[config.mk]
export PLATFORM = sky130hd
export DESIGN_NAME = tile_layer_data_decoder
export DESIGN_NICKNAME = d
export VERILOG_FILES = /design/src/design/tldd_pkg.sv /design/src/design/tile_layer_data_decoder.sv /design/src/design/tldd_csv.sv /design/src/design/tldd_b64.sv /design/src/design/tldd_outq.sv
export SDC_FILE = /design/constraint.sdc
export NUM_CORES = 1
export LEC_CHECK = 0
export ABC_AREA = 1
export BUFFER_PORTS_ARGS = -buffer_cell sky130_fd_sc_hd__clkbuf_2
export CORE_UTILIZATION = 65
export CTS_CLUSTER_DIAMETER = 120
export CTS_CLUSTER_SIZE = 30
export DETAILED_ROUTE_END_ITERATION = 10
export PLACE_DENSITY = 0.79
export SLEW_MARGIN = 20
export SYNTH_ARGS = -nofsm -noshare
export SYNTH_HDL_FRONTEND = slang
export SYNTH_SLANG_ARGS = --single-unit
[constraint.sdc]
create_clock -name aclk -period 8.72 [get_ports aclk]
set_clock_uncertainty 0.1 [all_clocks]
set_input_delay 1.744 -clock aclk [delete_from_list [all_inputs] [get_ports aclk]]
set_output_delay 1.744 -clock aclk [all_outputs]
set_load 0.02 [all_outputs]
[src/design/tldd_pkg.sv]
// Package for the tile-layer data decoder: status codes, character constants,
// the result record types and the base64 alphabet lookup.
// No dependencies; every design file imports it.
package tldd_pkg;

    // Result status codes.
    localparam logic [2:0] ST_VALUE    = 3'd0;
    localparam logic [2:0] ST_END_OK   = 3'd1;
    localparam logic [2:0] ST_EMPTY    = 3'd2;
    localparam logic [2:0] ST_OVERFLOW = 3'd3;
    localparam logic [2:0] ST_PARTIAL  = 3'd4;

    // Encoding register values.
    localparam logic MODE_CSV = 1'b0;
    localparam logic MODE_B64 = 1'b1;

    // Character codes used by both decoders.
    localparam logic [7:0] CH_ZERO  = 8'h30;
    localparam logic [7:0] CH_NINE  = 8'h39;
    localparam logic [7:0] CH_COMMA = 8'h2c;
    localparam logic [7:0] CH_UP_A  = 8'h41;
    localparam logic [7:0] CH_UP_Z  = 8'h5a;
    localparam logic [7:0] CH_LO_A  = 8'h61;
    localparam logic [7:0] CH_LO_Z  = 8'h7a;
    localparam logic [7:0] CH_PLUS  = 8'h2b;
    localparam logic [7:0] CH_SLASH = 8'h2f;
    localparam logic [7:0] CH_PAD   = 8'h3d;

    // Sextet offsets of the lowercase and digit ranges, and the two symbols.
    localparam logic [5:0] SX_LOWER = 6'h1a;
    localparam logic [5:0] SX_DIGIT = 6'h34;
    localparam logic [5:0] SX_PLUS  = 6'h3e;
    localparam logic [5:0] SX_SLASH = 6'h3f;

    // Depth of the result queue.
    localparam int QUEUE_DEPTH = 4;

    // What one decoder reports for one character.
    typedef struct packed {
        logic        val_valid;  // a tile id is produced
        logic [31:0] val_id;
        logic [2:0]  err;        // error raised, ST_VALUE when none
    } unit_res_t;

    // One result item.
    typedef struct packed {
        logic [31:0] tile_id;
        logic [2:0]  status;
        logic        is_last;
    } result_t;

    // Base64 alphabet lookup; bit 6 set when the character is in the alphabet or is the pad character.
    function automatic logic [6:0] sextet_of(input logic [7:0] c);
        logic [6:0] r;
        r = 7'd0;
        if (c >= CH_UP_A && c <= CH_UP_Z) begin
            r = {1'b1, 6'(c - CH_UP_A)};
        end else if (c >= CH_LO_A && c <= CH_LO_Z) begin
            r = {1'b1, 6'(c - CH_LO_A) + SX_LOWER};
        end else if (c >= CH_ZERO && c <= CH_NINE) begin
            r = {1'b1, 6'(c - CH_ZERO) + SX_DIGIT};
        end else if (c == CH_PLUS) begin
            r = {1'b1, SX_PLUS};
        end else if (c == CH_SLASH) begin
            r = {1'b1, SX_SLASH};
        end else if (c == CH_PAD) begin
            r = {1'b1, 6'd0};
        end
        return r;
    endfunction

endpackage

[src/design/tile_layer_data_decoder.sv]
// Tile-layer data decoder top level: mode register, sticky error and result
// ordering. Depends on tldd_pkg, tldd_csv, tldd_b64 and tldd_outq.
//
// Usage: text characters arrive on the s_ stream, one per transfer, with
// s_tlast on the final character of a stream. cfg_wen/cfg_wdata select the
// encoding (0 comma separated decimal, 1 base64 little-endian words) and must
// be written only between streams; the block itself does not enforce this.
// Each result on the m_ stream carries a tile id in m_tdata, a status code in
// m_tuser and m_tlast on the end-of-stream result.
// Throughput: one character per cycle. A character produces zero, one or two
// results; the decoders finish it in the accept cycle and the results land in
// a four-entry result queue, so the first result is visible in the cycle after
// the character transfer. s_tready drops while the queue holds more than two
// results, which is what limits the input rate when the receiver stalls or a
// character yields two results.
// Reset clears the decoders, the sticky error, the queue and selects
// comma separated mode.
module tile_layer_data_decoder import tldd_pkg::*; #(
    parameter int QDEPTH = QUEUE_DEPTH
) (
    input  logic        aclk,
    input  logic        aresetn,
    input  logic        cfg_wen,
    input  logic        cfg_wdata,   // encoding_mode
    input  logic        s_tvalid,
    output logic        s_tready,
    input  logic [7:0]  s_tdata,     // [7:0] char_code
    input  logic        s_tlast,     // end_of_data
    output logic        m_tvalid,
    input  logic        m_tready,
    output logic [31:0] m_tdata,     // [31:0] tile_id
    output logic [2:0]  m_tuser,     // [2:0] status
    output logic        m_tlast      // is_last
);

    logic       mode_reg;
    logic [2:0] sticky_reg, sticky_next;

    logic       s_xfer, active, csv_step, b64_step, clear;
    unit_res_t  csv_res, b64_res, sel_res;
    logic [2:0] err_now;
    logic       val_now, has_second;
    result_t    val_item, second_item, e0, e1;
    logic [1:0] push_cnt;

    // Mode register.
    always_ff @(posedge aclk) begin
        if (!aresetn) begin
            mode_reg <= MODE_CSV;
        end else if (cfg_wen) begin
            mode_reg <= cfg_wdata;
        end
    end

    // Characters are decoded only while no error is pending.
    always_comb begin
        s_xfer   = s_tvalid && s_tready;
        active   = s_xfer && (sticky_reg == ST_VALUE);
        csv_step = active && (mode_reg == MODE_CSV);
        b64_step = active && (mode_reg == MODE_B64);
        clear    = s_xfer && s_tlast;
    end

    tldd_csv u_csv (
        .aclk      (aclk),
        .aresetn   (aresetn),
        .step      (csv_step),
        .clear     (clear),
        .char_code (s_tdata),
        .at_end    (s_tlast),
        .res       (csv_res)
    );

    tldd_b64 u_b64 (
        .aclk      (aclk),
        .aresetn   (aresetn),
        .step      (b64_step),
        .clear     (clear),
        .char_code (s_tdata),
        .at_end    (s_tlast),
        .res       (b64_res)
    );

    // Order the results: a value first, then an error or the end result.
    always_comb begin
        sel_res = (mode_reg == MODE_B64) ? b64_res : csv_res;
        err_now = active ? sel_res.err : ST_VALUE;
        val_now = active && sel_res.val_valid;

        val_item         = '0;
        val_item.tile_id = sel_res.val_id;
        val_item.status  = ST_VALUE;

        second_item = '0;
        has_second  = 1'b0;
        if (clear) begin
            has_second          = 1'b1;
            second_item.is_last = 1'b1;
            if (sticky_reg != ST_VALUE) begin
                second_item.status = sticky_reg;
            end else if (err_now != ST_VALUE) begin
                second_item.status = err_now;
            end else begin
                second_item.status = ST_END_OK;
            end
        end else if (err_now != ST_VALUE) begin
            has_second         = 1'b1;
            second_item.status = err_now;
        end

        if (val_now) begin
            e0       = val_item;
            e1       = second_item;
            push_cnt = has_second ? 2'd2 : 2'd1;
        end else begin
            e0       = second_item;
            e1       = second_item;
            push_cnt = has_second ? 2'd1 : 2'd0;
        end

        sticky_next = sticky_reg;
        if (clear) begin
            sticky_next = ST_VALUE;
        end else if (err_now != ST_VALUE) begin
            sticky_next = err_now;
        end
    end

    always_ff @(posedge aclk) begin
        if (!aresetn) begin
            sticky_reg <= ST_VALUE;
        end else begin
            sticky_reg <= sticky_next;
        end
    end

    tldd_outq #(
        .DEPTH (QDEPTH)
    ) u_outq (
        .aclk     (aclk),
        .aresetn  (aresetn),
        .push_cnt (push_cnt),
        .e0       (e0),
        .e1       (e1),
        .space_ok (s_tready),
        .m_tvalid (m_tvalid),
        .m_tready (m_tready),
        .m_tdata  (m_tdata),
        .m_tuser  (m_tuser),
        .m_tlast  (m_tlast)
    );

endmodule

[src/design/tldd_csv.sv]
// Comma separated decimal decoder: accumulator, digit flag and the per-character
// decision. Depends on tldd_pkg.
module tldd_csv import tldd_pkg::*; (
    input  logic       aclk,
    input  logic       aresetn,
    input  logic       step,       // character transfer taken by this decoder
    input  logic       clear,      // end of stream clears all state
    input  logic [7:0] char_code,
    input  logic       at_end,
    output unit_res_t  res
);

    logic [31:0] acc_reg, acc_next;
    logic        seen_reg, seen_next;

    logic        is_digit, is_comma;
    logic [35:0] mac;
    logic [31:0] acc_mid;
    logic        seen_mid;

    // Per-character decision, then the closing of the last field at the end.
    always_comb begin
        is_digit = (char_code >= CH_ZERO) && (char_code <= CH_NINE);
        is_comma = (char_code == CH_COMMA);
        mac      = ({4'd0, acc_reg} << 3) + ({4'd0, acc_reg} << 1)
                 + {32'd0, char_code[3:0]};
        res      = '0;
        acc_mid  = acc_reg;
        seen_mid = seen_reg;
        if (is_digit) begin
            if (mac[35:32] != 4'd0) begin
                res.err = ST_OVERFLOW;
            end else begin
                acc_mid  = mac[31:0];
                seen_mid = 1'b1;
            end
        end else if (is_comma) begin
            if (seen_reg) begin
                res.val_valid = 1'b1;
                res.val_id    = acc_reg;
                acc_mid       = 32'd0;
                seen_mid      = 1'b0;
            end else begin
                res.err = ST_EMPTY;
            end
        end
        // The final field closes as if a comma followed.
        if (at_end && res.err == ST_VALUE) begin
            if (seen_mid) begin
                res.val_valid = 1'b1;
                res.val_id    = acc_mid;
            end else begin
                res.err = ST_EMPTY;
            end
        end
    end

    // State update.
    always_comb begin
        acc_next  = acc_reg;
        seen_next = seen_reg;
        if (clear) begin
            acc_next  = 32'd0;
            seen_next = 1'b0;
        end else if (step) begin
            acc_next  = acc_mid;
            seen_next = seen_mid;
        end
    end

    always_ff @(posedge aclk) begin
        if (!aresetn) begin
            acc_reg  <= 32'd0;
            seen_reg <= 1'b0;
        end else begin
            acc_reg  <= acc_next;
            seen_reg <= seen_next;
        end
    end

endmodule

[src/design/tldd_b64.sv]
// Base64 decoder: sextet group, byte assembly and little-endian word packing.
// Depends on tldd_pkg.
module tldd_b64 import tldd_pkg::*; (
    input  logic       aclk,
    input  logic       aresetn,
    input  logic       step,
    input  logic       clear,
    input  logic [7:0] char_code,
    input  logic       at_end,
    output unit_res_t  res
);

    logic [23:0] grp_reg, grp_next;
    logic [1:0]  scnt_reg, scnt_next;
    logic [23:0] asm_reg, asm_next;
    logic [1:0]  bcnt_reg, bcnt_next;

    logic [6:0]  sx;
    logic [23:0] grp_sh;
    logic [7:0]  b2, b1, b0;
    logic [23:0] grp_mid, asm_mid;
    logic [1:0]  scnt_mid, bcnt_mid;

    // Sextet shift-in; a full group pushes three bytes into the word.
    always_comb begin
        sx       = sextet_of(char_code);
        grp_sh   = {grp_reg[17:0], sx[5:0]};
        b2       = grp_sh[23:16];
        b1       = grp_sh[15:8];
        b0       = grp_sh[7:0];
        res      = '0;
        grp_mid  = grp_reg;
        scnt_mid = scnt_reg;
        asm_mid  = asm_reg;
        bcnt_mid = bcnt_reg;
        if (sx[6]) begin
            if (scnt_reg == 2'd3) begin
                grp_mid  = 24'd0;
                scnt_mid = 2'd0;
                case (bcnt_reg)
                    2'd0: begin
                        asm_mid  = {b0, b1, b2};
                        bcnt_mid = 2'd3;
                    end
                    2'd1: begin
                        res.val_valid = 1'b1;
                        res.val_id    = {b0, b1, b2, asm_reg[7:0]};
                        asm_mid       = 24'd0;
                        bcnt_mid      = 2'd0;
                    end
                    2'd2: begin
                        res.val_valid = 1'b1;
                        res.val_id    = {b1, b2, asm_reg[15:0]};
                        asm_mid       = {16'd0, b0};
                        bcnt_mid      = 2'd1;
                    end
                    default: begin
                        res.val_valid = 1'b1;
                        res.val_id    = {b2, asm_reg};
                        asm_mid       = {8'd0, b0, b1};
                        bcnt_mid      = 2'd2;
                    end
                endcase
            end else begin
                grp_mid  = grp_sh;
                scnt_mid = scnt_reg + 2'd1;
            end
        end
        // A partial group or word left at the end is an error.
        if (at_end && (scnt_mid != 2'd0 || bcnt_mid != 2'd0)) begin
            res.err = ST_PARTIAL;
        end
    end

    // State update.
    always_comb begin
        grp_next  = grp_reg;
        scnt_next = scnt_reg;
        asm_next  = asm_reg;
        bcnt_next = bcnt_reg;
        if (clear) begin
            grp_next  = 24'd0;
            scnt_next = 2'd0;
            asm_next  = 24'd0;
            bcnt_next = 2'd0;
        end else if (step) begin
            grp_next  = grp_mid;
            scnt_next = scnt_mid;
            asm_next  = asm_mid;
            bcnt_next = bcnt_mid;
        end
    end

    always_ff @(posedge aclk) begin
        if (!aresetn) begin
            grp_reg  <= 24'd0;
            scnt_reg <= 2'd0;
            asm_reg  <= 24'd0;
            bcnt_reg <= 2'd0;
        end else begin
            grp_reg  <= grp_next;
            scnt_reg <= scnt_next;
            asm_reg  <= asm_next;
            bcnt_reg <= bcnt_next;
        end
    end

endmodule

[src/design/tldd_outq.sv]
// Result queue: takes up to two results per cycle and presents one per cycle
// on the output stream while the receiver is ready. Depends on tldd_pkg.
module tldd_outq import tldd_pkg::*; #(
    parameter int DEPTH = QUEUE_DEPTH
) (
    input  logic        aclk,
    input  logic        aresetn,
    input  logic [1:0]  push_cnt,   // results written this cycle, in order
    input  result_t     e0,
    input  result_t     e1,
    output logic        space_ok,   // room for the two results of one item
    output logic        m_tvalid,
    input  logic        m_tready,
    output logic [31:0] m_tdata,
    output logic [2:0]  m_tuser,
    output logic        m_tlast
);

    localparam int AW = $clog2(DEPTH);
    localparam int CW = $clog2(DEPTH + 1);

    result_t         q_mem [DEPTH];
    logic [AW-1:0]   wr_ptr_reg, wr_ptr_next;
    logic [AW-1:0]   rd_ptr_reg, rd_ptr_next;
    logic [CW-1:0]   count_reg, count_next;
    logic [AW-1:0]   wr_ptr_p1;
    logic            pop;
    result_t         head;

    // Head of queue drives the output stream.
    always_comb begin
        head     = q_mem[rd_ptr_reg];
        m_tvalid = (count_reg != '0);
        m_tdata  = head.tile_id;
        m_tuser  = head.status;
        m_tlast  = head.is_last;
        pop      = m_tvalid && m_tready;
        space_ok = (count_reg <= CW'(DEPTH - 2));
    end

    // Pointer and occupancy update.
    always_comb begin
        wr_ptr_p1   = AW'((DEPTH == (1 << AW)) ? wr_ptr_reg + 1'b1
                      : ((32'(wr_ptr_reg) == DEPTH - 1) ? 0 : wr_ptr_reg + 1'b1));
        wr_ptr_next = wr_ptr_reg;
        if (push_cnt == 2'd1) begin
            wr_ptr_next = wr_ptr_p1;
        end else if (push_cnt == 2'd2) begin
            wr_ptr_next = AW'((32'(wr_ptr_p1) == DEPTH - 1) ? 0 : 32'(wr_ptr_p1) + 1);
        end
        rd_ptr_next = rd_ptr_reg;
        if (pop) begin
            rd_ptr_next = AW'((32'(rd_ptr_reg) == DEPTH - 1) ? 0 : 32'(rd_ptr_reg) + 1);
        end
        count_next = count_reg + CW'(push_cnt) - CW'(pop);
    end

    always_ff @(posedge aclk) begin
        if (!aresetn) begin
            wr_ptr_reg <= '0;
            rd_ptr_reg <= '0;
            count_reg  <= '0;
        end else begin
            wr_ptr_reg <= wr_ptr_next;
            rd_ptr_reg <= rd_ptr_next;
            count_reg  <= count_next;
        end
    end

    // Result storage, no reset needed.
    always_ff @(posedge aclk) begin
        if (push_cnt != 2'd0) begin
            q_mem[wr_ptr_reg] <= e0;
        end
        if (push_cnt == 2'd2) begin
            q_mem[wr_ptr_p1] <= e1;
        end
    end

endmodule

==> results.toml, run 1 <==
[outcome]
outcome = "completed"

[pwr]
p_int_w = 0.00171
p_comb_share_pct = 36.8
worst_ir_drop_vdd_uv = 208
clkPwrFrac_pct = 21.3
seqPwrFrac_pct = 41.9
leakage_nw = 6.95
swShare_pct = 39.9
p_sw_w = 0.00114
p_per_area_mw_per_mm2 = 189

[drt]
first_pass_iters = 6
drt-vias-per-instance = 6.07
wl_per_cell_um = 17.5
drc_errors = 0
postRouteAntennaNets = 0
drt_wl_total_mm = 41.9
vias = 14530
first_iter_violations = 1434

[placed_design]
gp_congestion = 0.971
port_buffers = 52
dp_slack_ns = 1.63
place_area_mm2 = 0.0148
hpwl_mm = 30.3

[synth]
syn-num-nets = 2247
ys_types = 50
yosysSeqAreaShare_pct = 33.8
synthCells = 2139
synth_area_mm2 = 0.0144
synth_flop_cell = "dfxtp_1"
ys_ff_latch = 236
yosys_warnings = 0
synth_edf_count = 16
syn_area_per_cell_um2 = 6.75
synthArstFlopShare_pct = 0

[worst_setup_path]
crit_required_ns = 9.02
cp-start-kind = "primary input"
slowest_delay_ns = 0.79
crit_fanout = 21
critPathCaptureType = "flip-flop"
crit_arrival_ns = 6.99
crit_type = "primary input to flip-flop"
cpMaxStageDelayCell = "nor2_2"
cpMostUsedCell = "nand2_1"

[clock_network]
clk-insertion-delay-late_ns = 0.48
clk_path_buf_depth = 3
cts_tree = "done"
hold_buffers = 0
cts_buffers = 11
htreeDepth = 1
clk_pin_slew_ns = 0.11
clockRootBuffer = "clkbuf_16"
cts_resized = 0
post-cts-setup-buffers = 0
cts.sinks = 236

[finish]
area_growth_pct = 4.39
multi_input_comb_area_mm2 = 0.00849
fin_area_mm2 = 0.0151
ff_latch_area_mm2 = 0.00489
largest_reg_flops = 144
nets = 2220
fillers = 1956
layout-drive-gt1-share_pct = 6.15
antenna_cells = 0

[flow_run]
max-cap-violations = 0

[global_routing]
grt_first_pass_wirelength_mm = 65.5
grt_max_degree = 74
antenna_found_initial = 0
grt_overflow = 0
grt_usage_pct = 36.5
first_global_vias = 12698

[sta]
timing_hold_violations_final = 0
rsz0062_at_grt = "false"
setup_tns_ns = 0
clock.fmax_ghz = 0.149
final.period_utilization_pct = 76.7
slew_headroom_pct = 25.6
setup_viol = 0
drv_slew = 0
timing.final.ws_setup_ns = 2.03
layout_min_cycle_time_ns = 6.69
worst_pin_slew_ns = 1.12

[hold_path]
min_path_type = "flip-flop to flip-flop"

[floorplan]
die_w_um = 151
die_h_um = 151
die-area_mm2 = 0.0228
rows = 54
ios = 53
floorplan.initialDensity_pct = 66.2
core_mm2 = 0.0218
==> per-layer routing <==
metal	GRT usage [%]	share of wire, %
met2	57.6	45
met1	49.0	42
met5	0	0
met4	16.6	4.7
met3	5.72	8.8
==> synthesized netlist by cell type (15+ instances only) <==
| library cell | instances | area (um2) |
|---|---|---|
| inv_1 | 159 | 597 |
| buf_2 | 20 | 100 |
| o21ai_1 | 44 | 220 |
| nand4_1 | 104 | 651 |
| nand3_1 | 67 | 335 |
| nor2_1 | 244 | 916 |
| o211ai_1 | 20 | 150 |
| o22ai_1 | 43 | 269 |
| a21oi_1 | 100 | 500 |
| clkbuf_1 | 86 | 323 |
| nor3_1 | 27 | 135 |
| xor2_1 | 17 | 149 |
| o21ai_0 | 165 | 826 |
| ha_1 | 90 | 1130 |
| dfxtp_1 | 220 | 4400 |
| xnor2_1 | 15 | 131 |
| nand2_1 | 579 | 2170 |
| edfxtp_1 | 16 | 480 |
==> final timing paths <==
| kind | startpoint | to | slack, ns | depth (start not counted) |
|---|---|---|---|---|
| setup / recovery | s_tdata[3] | u_outq.q_mem[1][24]$_SDFFE_PP0P_ | 2.03 | 29 |
| hold / removal | u_outq.q_mem[1][31]$_SDFFE_PP0P_ | u_outq.q_mem[1][31]$_SDFFE_PP0P_ | 0.36 | 2 |
| setup reg to reg | u_csv.acc_reg[0]$_SDFFE_PP0P_ | u_outq.q_mem[1][24]$_SDFFE_PP0P_ | 3.18 | 28 |
| hold reg to reg | u_outq.q_mem[1][31]$_SDFFE_PP0P_ | u_outq.q_mem[1][31]$_SDFFE_PP0P_ | 0.36 | 2 |
==> cells by family after synthesis <==
group                      Yosys count  synth area share [%]
adders and majority gates           93                  8.21
DFF                                236                  33.8
buffers and inverters              279                  7.59
xor gates and xnor gates            32                  1.94
and+or+nand+nor                   1056                  31.0
AOI/OAI and AO/OA                  443                  17.4
==> stage by stage <==
step                total power, W  instances  utilization [%]  hold WS (ns)
CTS                        0.00284       2394             69.1         0.357
finish                     0.00285       2394             69.1         0.357
detailed placement         0.00225       2379             67.6         0.335
global route               0.00300       2394             69.1         0.368
floorplan                  0.00193       2139                -         0.321
global placement           0.00223       2379             67.6         0.332
==> power groups by stage <==
stage	Clock, W	Sequential (W)	Combinational (W)
global placement	0	0.00122	0.00101
CTS	0.000609	0.00119	0.00104
global route	0.000641	0.00120	0.00116
finish	0.000609	0.00119	0.00105
floorplan	0	0.00120	0.000735
detailed placement	0	0.00122	0.00103
==> layout make-up <==
| type | count | area share [%] |
|---|---|---|
| Timing Repair Buffer | 71 | 2.67 |
| Clock inverter | 1 | 0.199 |
| Inverter | 168 | 4.18 |
| Multi-Input combinational cell | 1624 | 56.3 |
| Tap cell | 280 | 2.32 |
| Clock buffer | 14 | 1.90 |
| Sequential cell | 236 | 32.4 |
==> cells in the final DEF (no fill, tap or decap), drive strengths merged, types with 20 or more instances in the layout <==
master	netlist	layout
nand2	590	590
nor2	252	252
dfxtp	220	220
o21ai	209	209
inv	165	165
nand4	104	104
a21oi	101	101
ha	90	90
nand3	74	74
clkbuf	86	66
o22ai	43	43
nor3	27	27
o211ai	20	20
==> critical path, delay by kind of cell <==
family                     cells  cell delay [ns]
AOI/OAI and AO/OA              2             0.44
adders and majority gates      3             1.27
buffers and inverters          6             0.84
and+or+nand+nor               18             2.68
(Power assumes the default switching activity.)
==> run 2: changes to the inputs <==
--- a/config.mk
+++ b/config.mk
@@ -5,13 +5,13 @@
 export SDC_FILE = /design/constraint.sdc
 export NUM_CORES = 1
 export LEC_CHECK = 0
-export ABC_AREA = 1
+export ABC_AREA = 0
 export BUFFER_PORTS_ARGS = -buffer_cell sky130_fd_sc_hd__clkbuf_2
-export CORE_UTILIZATION = 65
+export CORE_UTILIZATION = 63
 export CTS_CLUSTER_DIAMETER = 120
 export CTS_CLUSTER_SIZE = 30
 export DETAILED_ROUTE_END_ITERATION = 10
-export PLACE_DENSITY = 0.79
+export PLACE_DENSITY = 0.77
 export SLEW_MARGIN = 20
 export SYNTH_ARGS = -nofsm -noshare
 export SYNTH_HDL_FRONTEND = slang
==> constraint.sdc (replaced) <==
create_clock -name aclk -period 6.7 [get_ports aclk]
set_clock_uncertainty 0.1 [all_clocks]
set_input_delay 1.34 -clock aclk [delete_from_list [all_inputs] [get_ports aclk]]
set_output_delay 1.34 -clock aclk [all_outputs]
set_load 0.02 [all_outputs]
==> run 2 against run 1 <==
Against the previous run: hold slack worse by 0.0021 ns; critical path depth down 8; power shrank 6.9%; combinational power is 57% lower; critical path type unchanged; non-clock buffer count grew 13; setup slack worse by 1.3 ns; sequential cell count unchanged; register-to-register slack got worse by 1.8 ns.
==> results.toml, run 2 <==
[outcome]
outcome = "completed"

[sta]
worst_pin_slew_ns = 0.956
rsz0062_at_grt = "false"
drv_slew = 0
timing_hold_violations_final = 0
setup_tns_ns = 0
hold_slack_ns = 0.355
setup_viol = 0
slew_headroom_pct = 36.3
final.period_utilization_pct = 89.5
clock.fmax_ghz = 0.167
layout_min_cycle_time_ns = 6.00
timing.final.ws_setup_ns = 0.701

[synth]
synthCells = 1506
synth_area_mm2 = 0.0131
yosysSeqAreaShare_pct = 37.1
yosys_warnings = 0
synth_edf_count = 16
synth_top_area_share_pct = 33.5
yosys.area.top_type = "dfxtp_1"
synth_area_leaders = "dfxtp_1, ha_1, nand2_1, o21ai_0, mux4_2"
ys_ff_latch = 236
yosysMostFrequentCell = "nand2_1"
synthArstFlopShare_pct = 0
ys_types = 76
syn-num-nets = 1614
syn_area_per_cell_um2 = 8.73
synth_flop_cell = "dfxtp_1"
synthTopCellsByCount = "nand2_1, dfxtp_1, o21ai_0"

[worst_setup_path]
crit_required_ns = 6.99
crit_type = "primary input to flip-flop"
regToRegStartpoint = "u_csv.acc_reg[0]$_SDFFE_PP0P_"
cp-start-kind = "primary input"
critPathLaunch = "s_tdata[3]"
crit_arrival_ns = 6.29
critPathCaptureType = "flip-flop"
crit_fanout = 7

[global_routing]
grt_overflow = 0
first_global_vias = 11208
antenna_found_initial = 0
grt_first_pass_wirelength_mm = 59.7
grt_max_degree = 53
grt_usage_pct = 34.5

[floorplan]
die-area_mm2 = 0.0215
ios = 53
die_h_um = 146
die_w_um = 146
core_mm2 = 0.0204
rows = 52
floorplan.initialDensity_pct = 64.6

[drt]
first_pass_iters = 5
drt_wl_total_mm = 37.3
vias = 11885
postRouteAntennaNets = 0
drc_errors = 0
first_iter_violations = 1011
wl_per_cell_um = 21.0
drt-vias-per-instance = 6.67

[finish]
fillers = 1694
antenna_cells = 0
final_util_pct = 68.4
ff_latch_area_mm2 = 0.00489
layout_common_cells = "nand2_1, dfxtp_1, o21ai_0"
area_growth_pct = 5.96
layout-drive-gt1-share_pct = 9.99
mostFrequentLayoutCell = "nand2_1"
nets = 1618
largest_reg_flops = 144
multi_input_comb_area_mm2 = 0.00778

[pwr]
clkPwrFrac_pct = 28.0
p_int_w = 0.00191
worst_ir_drop_vdd_uv = 155
p_comb_share_pct = 16.9
p_sw_w = 0.000750
swShare_pct = 28.2
p_per_area_mw_per_mm2 = 191
seqPwrFrac_pct = 55.1
leakage_nw = 5.23

[clock_network]
clk-insertion-delay-late_ns = 0.49
cts_buffers = 11
clk_pin_slew_ns = 0.11
post-cts-setup-buffers = 0
clockRootBuffer = "clkbuf_16"
cts_tree = "done"
cts.sinks = 236
cts_resized = 0
hold_buffers = 0
htreeDepth = 1
clk_path_buf_depth = 3

[placed_design]
hpwl_mm = 26.7
dp_slack_ns = 0.243
port_buffers = 52
gp_congestion = 0.993

[hold_path]
min_path_type = "flip-flop to flip-flop"
min-delay-start = "u_outq.q_mem[1][26]$_SDFFE_PP0P_"

[flow_run]
max-cap-violations = 0
run 2: routing by layer:
metal / wire [um] / global-route usage (%) / vias to the layer above
met3: 2970 / 4.44 / 82
met2: 17200 / 55.9 / 525
li1: - / - / 5567
met1: 15800 / 47.4 / 5711
met5: 0 / 0 / -
met4: 1280 / 12.3 / 0
run 2: cell type report:
class                      instances  area share (%)
multi-input combinational       1139            55.8
sequential                       236            35.1
timing repair buffer              84            3.59
tap                              270            2.42
clock buffer                      13            2.03
inverter                          38            1.02
clock inverter                     1          0.0359
run 2: critical path: stages:
cell	delay, ns
clkbuf_2	0.16
inv_1	0.13
fa_1	0.56
inv_1	0.07
ha_1	0.30
a211oi_1	0.10
o211a_1	0.28
or4_1	0.53
a21bo_1	0.25
a21oi_2	0.28
nor2_1	0.11
a211o_1	0.38
a21oi_1	0.23
o21ai_0	0.12
ha_1	0.27
inv_1	0.07
ha_1	0.24
fa_1	0.44
xor2_1	0.17
xnor2_1	0.12
and2_1	0.14
run 2: power by group through the flow:
stage	sequential, W	clock (W)	combinational (W)
after global routing	0.00147	0.000804	0.000492
after detailed placement	0.00149	0	0.000449
after CTS	0.00146	0.000750	0.000450
after floorplan	0.00149	0	0.000325
after global placement	0.00149	0	0.000444
final	0.00146	0.000743	0.000449
run 2: cells by family (layout without fill, tap and decap cells):
family,after synthesis,in the layout,synth area share (%)
AO/OA/AOI/OAI,515,515,25.6
adder cells (fa/ha/maj),93,93,9.02
flip-flops,236,236,37.1
multiplexers,40,40,6.47
buffers and inverters,131,136,3.89
XOR/XNOR,32,32,2.13
AND/OR/NAND/NOR,459,459,15.8
run 2: worst paths after layout:
kind,endpoint,slack (ns),cells after the start
hold reg to reg,u_outq.q_mem[1][26]$_SDFFE_PP0P_,0.35,2
setup reg to reg,u_outq.count_reg[2]$_SDFF_PN0_,1.38,20
hold / removal,u_outq.q_mem[1][26]$_SDFFE_PP0P_,0.35,2
setup / recovery,u_outq.count_reg[2]$_SDFF_PN0_,0.70,21
run 2: metrics by stage:
step	total power (W)	std cells	cell area, um2
3_3_place_gp	0.00194	1767	13600
5_1_grt	0.00276	1781	13900
3_5_place_dp	0.00194	1767	13600
2_1_floorplan	0.00181	1506	13100
6_report	0.00266	1781	13900
4_1_cts	0.00266	1781	13900
